**config.mk**
```make
export PLATFORM = sky130hd
export DESIGN_NAME = cd_sector_msf_address_unit_core
export DESIGN_NICKNAME = d
export VERILOG_FILES = /design/src/rtl/cdmsf_pkg.sv /design/src/rtl/cd_sector_msf_address_unit_core.sv /design/src/rtl/cdmsf_lba_split.sv /design/src/rtl/cdmsf_addr_reg.sv
export SDC_FILE = /design/constraint.sdc
export NUM_CORES = 1
export LEC_CHECK = 0
export BUFFER_PORTS_ARGS = -buffer_cell sky130_fd_sc_hd__buf_2
export CAP_MARGIN = 5
export CORE_MARGIN = 2
export CORE_UTILIZATION = 47
export CTS_CLUSTER_DIAMETER = 50
export DETAILED_ROUTE_END_ITERATION = 12
export MAX_ROUTING_LAYER = met4
export PLACE_DENSITY = 0.59
export SLEW_MARGIN = 20
export SYNTH_ARGS = -nofsm -noshare
export SYNTH_HDL_FRONTEND = slang
export SYNTH_SLANG_ARGS = --single-unit
```
**constraint.sdc**
```tcl
create_clock -name i_clk -period 16.1 [get_ports i_clk]
set_input_delay 0.805 -clock i_clk [delete_from_list [all_inputs] [get_ports i_clk]]
set_output_delay 0.805 -clock i_clk [all_outputs]
set_load 0.02 [all_outputs]
```
**src/rtl/cdmsf_pkg.sv**
```systemverilog
// ----------------------------------------------------------------------------
// cdmsf_pkg
// types and constants shared by the cd sector msf address unit
// ----------------------------------------------------------------------------
package cdmsf_pkg;

    // transaction kinds
    typedef enum logic {
        MODE_LOAD = 1'b0,
        MODE_STEP = 1'b1
    } t_mode;

    // input transaction
    typedef struct packed {
        t_mode       mode;
        logic [18:0] lba;
    } t_in_item;

    // result transaction
    typedef struct packed {
        logic [7:0] minute_bcd;
        logic [6:0] second_bcd;
        logic [6:0] frame_bcd;
        logic       overflow;
    } t_out_item;

    // load split into binary minute, second and frame
    typedef struct packed {
        t_mode      mode;
        logic       overflow;
        logic [6:0] minute;
        logic [5:0] second;
        logic [6:0] frame;
    } t_split_item;

    localparam logic [19:0] LEAD_IN_SECTORS = 20'd150;
    localparam logic [18:0] MAX_BLOCK       = 19'd449999;
    localparam logic [12:0] SECTORS_PER_MIN = 13'd4500;
    localparam logic [6:0]  FRAMES_PER_SEC  = 7'd75;

    // floor(x / 4500) = (x * MIN_RECIP) >> MIN_SHIFT, exact for x <= 449999
    localparam logic [18:0] MIN_RECIP = 19'd477219;
    localparam int          MIN_SHIFT = 31;
    // floor(x / 75) = (x * SEC_RECIP) >> SEC_SHIFT, exact for x < 4500
    localparam logic [9:0]  SEC_RECIP = 10'd874;
    localparam int          SEC_SHIFT = 16;

    // last bcd values before each field wraps
    localparam logic [7:0] FRAME_LAST_BCD  = 8'h74;
    localparam logic [7:0] SECOND_LAST_BCD = 8'h59;
    localparam logic [7:0] MINUTE_LAST_BCD = 8'h99;

    // address after reset, 00:02:16
    localparam logic [7:0] MINUTE_RST_BCD = 8'h00;
    localparam logic [6:0] SECOND_RST_BCD = 7'h02;
    localparam logic [6:0] FRAME_RST_BCD  = 7'h16;

endpackage

```
**src/rtl/cd_sector_msf_address_unit_core.sv**
```systemverilog
// ----------------------------------------------------------------------------
// cd_sector_msf_address_unit_core
// cd sector address register in bcd minute:second:frame, loaded from a
// logical block number or stepped by one sector
// ----------------------------------------------------------------------------
//
//  channel  | direction | handshake                  | payload
//  ---------+-----------+----------------------------+-------------------------
//  in       | input     | i_in_valid / o_in_ready    | i_in_data  (t_in_item)
//  out      | output    | o_out_valid / i_out_ready  | o_out_data (t_out_item)
//
//  one result transaction per input transaction, in order
//  the path from acceptance to o_out_valid runs through five split stages
//  (clamp, minute reciprocal, minute remainder, second reciprocal, frame
//  remainder) and the address register, which is also the result register
//  one transaction per cycle sustained while i_out_ready is high; each stage holds while stalled and
//  refills as soon as it empties, so input keeps flowing into empty stages
//  while a result waits
//  synchronous active-low reset empties the pipeline and sets the address
//  to 00:02:16
//
module cd_sector_msf_address_unit_core import cdmsf_pkg::*; (
    input  logic      i_clk,
    input  logic      i_rst_n,
    input  logic      i_in_valid,
    output logic      o_in_ready,
    input  t_in_item  i_in_data,
    output logic      o_out_valid,
    input  logic      i_out_ready,
    output t_out_item o_out_data
);

    // split pipeline to address register
    logic        split_valid;
    logic        split_ready;
    t_split_item split_item;

    // block number -> binary minute / second / frame
    // steps pass through so they stay in order behind earlier loads
    cdmsf_lba_split u_split (
        .i_clk   (i_clk),
        .i_rst_n (i_rst_n),
        .i_valid (i_in_valid),
        .o_ready (o_in_ready),
        .i_item  (i_in_data),
        .o_valid (split_valid),
        .i_ready (split_ready),
        .o_item  (split_item)
    );

    // the address is only read at the end of the pipe, so a step sees
    // every earlier load already applied
    cdmsf_addr_reg u_addr (
        .i_clk   (i_clk),
        .i_rst_n (i_rst_n),
        .i_valid (split_valid),
        .o_ready (split_ready),
        .i_item  (split_item),
        .o_valid (o_out_valid),
        .i_ready (i_out_ready),
        .o_item  (o_out_data)
    );

endmodule

```
**src/rtl/cdmsf_lba_split.sv**
```systemverilog
// ----------------------------------------------------------------------------
// cdmsf_lba_split
// five-stage pipeline that turns a block number into binary minute,
// second and frame; step transactions ride along untouched
// ----------------------------------------------------------------------------
module cdmsf_lba_split import cdmsf_pkg::*; (
    input  logic        i_clk,
    input  logic        i_rst_n,
    input  logic        i_valid,
    output logic        o_ready,
    input  t_in_item    i_item,
    output logic        o_valid,
    input  logic        i_ready,
    output t_split_item o_item
);

    logic        r_v1, r_v2, r_v3, r_v4, r_v5;
    t_mode       r_mode1, r_mode2, r_mode3, r_mode4, r_mode5;
    logic        r_ovf1, r_ovf2, r_ovf3, r_ovf4, r_ovf5;
    logic [18:0] r_blk1, r_blk2;
    logic [6:0]  r_min2, r_min3, r_min4, r_min5;
    logic [12:0] r_rem3, r_rem4;
    logic [5:0]  r_sec4, r_sec5;
    logic [6:0]  r_frm5;

    logic        s1_rdy, s2_rdy, s3_rdy, s4_rdy, s5_rdy;
    logic [19:0] w_sum;
    logic        w_ovf;
    logic [37:0] w_mprod;
    logic [19:0] w_mbase;
    logic [19:0] w_rem;
    logic [22:0] w_sprod;
    logic [12:0] w_sbase;
    logic [12:0] w_frm;

    // a stage takes new data when empty or when its content moves on
    assign s5_rdy  = !r_v5 || i_ready;
    assign s4_rdy  = !r_v4 || s5_rdy;
    assign s3_rdy  = !r_v3 || s4_rdy;
    assign s2_rdy  = !r_v2 || s3_rdy;
    assign s1_rdy  = !r_v1 || s2_rdy;
    assign o_ready = s1_rdy;

    // lead-in offset and clamp
    assign w_sum = {1'b0, i_item.lba} + LEAD_IN_SECTORS;
    assign w_ovf = (i_item.mode == MODE_LOAD) && (w_sum > {1'b0, MAX_BLOCK});

    // minutes by reciprocal
    assign w_mprod = {19'd0, r_blk1} * {19'd0, MIN_RECIP};

    // sectors left inside the minute
    assign w_mbase = {13'd0, r_min2} * {7'd0, SECTORS_PER_MIN};
    assign w_rem   = {1'b0, r_blk2} - w_mbase;

    // seconds by reciprocal
    assign w_sprod = {10'd0, r_rem3} * {13'd0, SEC_RECIP};

    // frames left inside the second
    assign w_sbase = {7'd0, r_sec4} * {6'd0, FRAMES_PER_SEC};
    assign w_frm   = r_rem4 - w_sbase;

    always_ff @(posedge i_clk) begin
        if (!i_rst_n) begin
            r_v1 <= 1'b0;
            r_v2 <= 1'b0;
            r_v3 <= 1'b0;
            r_v4 <= 1'b0;
            r_v5 <= 1'b0;
        end else begin
            if (s1_rdy) r_v1 <= i_valid;
            if (s2_rdy) r_v2 <= r_v1;
            if (s3_rdy) r_v3 <= r_v2;
            if (s4_rdy) r_v4 <= r_v3;
            if (s5_rdy) r_v5 <= r_v4;
        end
    end

    always_ff @(posedge i_clk) begin
        if (s1_rdy) begin
            r_mode1 <= i_item.mode;
            r_ovf1  <= w_ovf;
            r_blk1  <= w_ovf ? MAX_BLOCK : w_sum[18:0];
        end
        if (s2_rdy) begin
            r_mode2 <= r_mode1;
            r_ovf2  <= r_ovf1;
            r_blk2  <= r_blk1;
            r_min2  <= w_mprod[MIN_SHIFT+6:MIN_SHIFT];
        end
        if (s3_rdy) begin
            r_mode3 <= r_mode2;
            r_ovf3  <= r_ovf2;
            r_min3  <= r_min2;
            r_rem3  <= w_rem[12:0];
        end
        if (s4_rdy) begin
            r_mode4 <= r_mode3;
            r_ovf4  <= r_ovf3;
            r_min4  <= r_min3;
            r_rem4  <= r_rem3;
            r_sec4  <= w_sprod[SEC_SHIFT+5:SEC_SHIFT];
        end
        if (s5_rdy) begin
            r_mode5 <= r_mode4;
            r_ovf5  <= r_ovf4;
            r_min5  <= r_min4;
            r_sec5  <= r_sec4;
            r_frm5  <= w_frm[6:0];
        end
    end

    assign o_valid         = r_v5;
    assign o_item.mode     = r_mode5;
    assign o_item.overflow = r_ovf5;
    assign o_item.minute   = r_min5;
    assign o_item.second   = r_sec5;
    assign o_item.frame    = r_frm5;

endmodule

```
**src/rtl/cdmsf_addr_reg.sv**
```systemverilog
// ----------------------------------------------------------------------------
// cdmsf_addr_reg
// current bcd address: loaded from a split transaction or stepped by one
// sector, and presented as the result register
// ----------------------------------------------------------------------------
module cdmsf_addr_reg import cdmsf_pkg::*; (
    input  logic        i_clk,
    input  logic        i_rst_n,
    input  logic        i_valid,
    output logic        o_ready,
    input  t_split_item i_item,
    output logic        o_valid,
    input  logic        i_ready,
    output t_out_item   o_item
);

    // shift-add-3 conversion, seven steps
    function automatic logic [7:0] bin_to_bcd(input logic [6:0] v);
        logic [7:0] bcd;
        bcd = 8'd0;
        for (int i = 6; i >= 0; i--) begin
            if (bcd[3:0] >= 4'd5) bcd[3:0] = bcd[3:0] + 4'd3;
            if (bcd[7:4] >= 4'd5) bcd[7:4] = bcd[7:4] + 4'd3;
            bcd = {bcd[6:0], v[i]};
        end
        return bcd;
    endfunction

    function automatic logic [7:0] bcd_inc(input logic [7:0] v);
        logic [7:0] res;
        if (v[3:0] == 4'd9) begin
            res = {v[7:4] + 4'd1, 4'd0};
        end else begin
            res = {v[7:4], v[3:0] + 4'd1};
        end
        return res;
    endfunction

    logic       r_valid;
    logic [7:0] r_min;
    logic [6:0] r_sec;
    logic [6:0] r_frm;
    logic       r_ovf;

    logic       w_fire;
    logic [7:0] w_frm_ext, w_sec_ext;
    logic [7:0] n_min, n_sec, n_frm;
    logic [7:0] w_ld_min, w_ld_sec, w_ld_frm;

    assign o_ready = !r_valid || i_ready;
    assign w_fire  = i_valid && o_ready;

    assign w_frm_ext = {1'b0, r_frm};
    assign w_sec_ext = {1'b0, r_sec};

    assign w_ld_min = bin_to_bcd(i_item.minute);
    assign w_ld_sec = bin_to_bcd({1'b0, i_item.second});
    assign w_ld_frm = bin_to_bcd(i_item.frame);

    always_comb begin
        n_min = r_min;
        n_sec = w_sec_ext;
        n_frm = w_frm_ext;
        case (i_item.mode)
            MODE_LOAD: begin
                n_min = w_ld_min;
                n_sec = w_ld_sec;
                n_frm = w_ld_frm;
            end
            default: begin
                // ripple frame -> second -> minute
                if (w_frm_ext == FRAME_LAST_BCD) begin
                    n_frm = 8'h00;
                    if (w_sec_ext == SECOND_LAST_BCD) begin
                        n_sec = 8'h00;
                        n_min = (r_min == MINUTE_LAST_BCD) ? 8'h00 : bcd_inc(r_min);
                    end else begin
                        n_sec = bcd_inc(w_sec_ext);
                    end
                end else begin
                    n_frm = bcd_inc(w_frm_ext);
                end
            end
        endcase
    end

    always_ff @(posedge i_clk) begin
        if (!i_rst_n) begin
            r_valid <= 1'b0;
            r_min   <= MINUTE_RST_BCD;
            r_sec   <= SECOND_RST_BCD;
            r_frm   <= FRAME_RST_BCD;
        end else begin
            if (o_ready) r_valid <= i_valid;
            if (w_fire) begin
                r_min <= n_min;
                r_sec <= n_sec[6:0];
                r_frm <= n_frm[6:0];
            end
        end
    end

    always_ff @(posedge i_clk) begin
        if (w_fire) r_ovf <= (i_item.mode == MODE_LOAD) && i_item.overflow;
    end

    assign o_valid           = r_valid;
    assign o_item.minute_bcd = r_min;
    assign o_item.second_bcd = r_sec;
    assign o_item.frame_bcd  = r_frm;
    assign o_item.overflow   = r_ovf;

endmodule
```
==> out/qor.yml <==
path_clk_slew_ns: 0.07
area_growth_pct: 8.48
gp_congestion: 0.802
cp_cell_sequence: "inv_1 > fa_1 > inv_1 > fa_1 > fa_1 > fa_1 > inv_1 > fa_1 > fa_1 > inv_1 > ha_1 > a21oi_1 > nor2_1 > o41ai_1 > a31oi_1 > nor2_1 > o41a_1 > nor3_1 > or3b_1"
status: "finished clean"
hold_violations: 0
syn_avg_cell_area_sq_um: 10.4
vias: 10016
worstSkewPairLatency_ns: 0.44
drc_errors: 0
io_buffer_count: 48
yosysUniqueCellTypes: 90
core_sq_mm: 0.0315
ctsHoldBuffers: 0
drive_gt1_frac: 0.0765
rsz0062_at_grt: "false"
fin_nets: 1926
cts.sinks: 138
synth-main-ff-cell: "edfxtp_1"
synth_compound_area_frac: 0.120
path_max_fanout: 8
end_kind: "flip-flop"
synth_warnings: 0
die_h_um: 182
grtUsageTotal: 0.198
overflow: 0
antenna_found_initial: 0
grt_first_pass_wirelength_mm: 51.1
worst-setup-path-type: "flip-flop to flip-flop"
initial_core_util: 0.475
setup_viol: 0
min_period_over_period: 0.364
drv_slew: 0
numCtsBuffers: 17
utilization: 0.516
synth_area_sq_mm: 0.0150
viasPerCell: 5.26
async_flop_share: 0
post_cts_buffers: 0
fp.dieW_um: 182
synth.net_count: 1873
dieArea_sq_mm: 0.0333
h-tree-depth: 4
skew_ns: 0.0109
drv_cap: 0
most-common-layout-cells: "284 x ha_1, 275 x inv_1, 128 x fa_1, 110 x edfxtp_1, 70 x nand2_1"
slew_headroom: 0.305
yosys.area_share.simple: 0.0829
cts_resized: 0
max_stage_delay_ns: 0.54
max_freq_ghz: 0.171
period_minus_slack_ns: 5.86
final.setup.tns_ns: 0
first_pass_iters: 4
cp_slowest_cell: "edfxtp_1"
final_common_cell: "ha_1"
cts_tree: "done"
drt-initial-drc-count: 439
synth_xor_area_frac: 0.0427
postRouteAntennaNets: 0
antenna_cells: 0
cp-start-kind: "flip-flop"
hp-class: "flip-flop to flip-flop"
synth-edff-count: 110
postSynthCellCount: 1437
synth.area.mux_share: 0.0112
num_rows: 65
drt-total-wl_mm: 29.5
fin_ws_ns: 10.24
synth-seq-cells: 138
place_hpwl_mm: 23.8
crit_arrival_ns: 6.03
wl_per_cell_um: 15.5
synth_top_family_by_area: "adder cells"
grt_pass1_vias: 10693
grt_max_degree: 28
synthAdderAreaFrac: 0.409
worstMarginPinSlew_ns: 1.04
io_pins: 49
ys_seq_area_frac: 0.258
dpl_worst_slack_ns: 10.22
cp_common_cell: "fa_1"
cts_root_buf: "clkbuf_16"
cts.path.max_buffers: 2
required_ns: 16.27
[metrics by stage]
| stage | area, sq um | hold WS (ns) | instances |
|---|---|---|---|
| after global placement | 15600 | 0.402 | 1873 |
| after CTS | 16200 | 0.414 | 1905 |
| final | 16200 | 0.412 | 1905 |
| after floorplan | 15000 | 0.400 | 1437 |
| after detailed placement | 15600 | 0.405 | 1873 |
| after global routing | 16200 | 0.422 | 1905 |
[registers in the layout, summed over array words and instances (netlist names), 6 cells and up]
signal / count
u_split.r_sec5: 6
u_split.r_sec4: 6
u_split.r_min2: 7
u_split.r_blk1: 19
u_split.r_rem4: 7
u_split.r_min3: 7
u_split.r_min4: 7
u_split.r_rem3: 13
u_addr.r_frm: 7
u_split.r_frm5: 7
u_split.r_blk2: 13
u_split.r_min5: 7
u_addr.r_sec: 7
u_addr.r_min: 8
[path summary, 6_finish.rpt]
check,start,endpoint,slack [ns],cells past startpoint
worst max-delay path,u_split.r_blk1[2],u_split.r_min2[4],10.24,19
worst min-delay path,u_split.r_min3[6],u_split.r_min4[6],0.41,0
worst max register to register,u_split.r_blk1[2],u_split.r_min2[4],10.24,19
worst min register to register,u_split.r_min3[6],u_split.r_min4[6],0.41,0
[critical path, delay by kind of cell, from the launching register on]
family                     cells  cell delay (ns)
and+or+nand+nor                4             0.60
AOI/OAI and AO/OA              4             0.89
buffers and inverters          4             0.29
DFF                            1             0.54
adders and majority gates      7             3.26
[kinds of logic (layout without fill, tap and decap cells)]
group	Yosys count	after routing
flops	138	138
mux	16	16
simple gates	248	248
xor+xnor	72	72
compound gates	257	257
fa+ha+maj	412	412
buf+inv	294	360
[synthesized netlist by cell type, types with 5 or more instances]
master    count  area, sq um
nor2_1       57          214
nand4_1       8         50.1
inv_1       275         1030
nand3_1      16         80.1
nor2b_1      10         62.6
nor3_1       19         95.1
o21a_1       11         82.6
mux2i_1      10          100
a221oi_1      5         43.8
o21ai_0      54          270
xnor2_1      48          420
mux2_2        6         67.6
nand2_1      70          263
o211ai_1      8         60.1
dfxtp_1      28          561
a21oi_1      50          250
edfxtp_1    110         3300
a21o_1       24          180
nand2b_1     19          119
a31oi_1      15         93.8
o21bai_1      6         45.0
a21boi_0      8         60.1
a211oi_1      6         45.0
clkbuf_1      8         30.0
nor3b_1       6         45.0
o21ai_1       8         40.0
xor2_1       23          201
and3_1        6         37.5
ha_1        284         3550
and2_1       10         62.6
fa_1        128         2560
[area by class of cell]
cell class,count,area (sq um)
multi-input cells,1005,9950
clock buffers,17,425
inverters,277,1040
clock inverters,15,176
fillers,2867,15200
well taps,402,503
repair buffers,51,263
flip-flops and latches,138,3860
[metal layers]
layer	vias up	track usage	share of wire
li1	5033	-	-
met5	-	-	0
met2	109	0.356	0.52
met4	0	0.0461	0.015
met1	4846	0.233	0.44
met3	28	0.0311	0.022
Power is not shown: default switching activity piles up to over one toggle a cycle in this logic, so the estimate is an artifact.
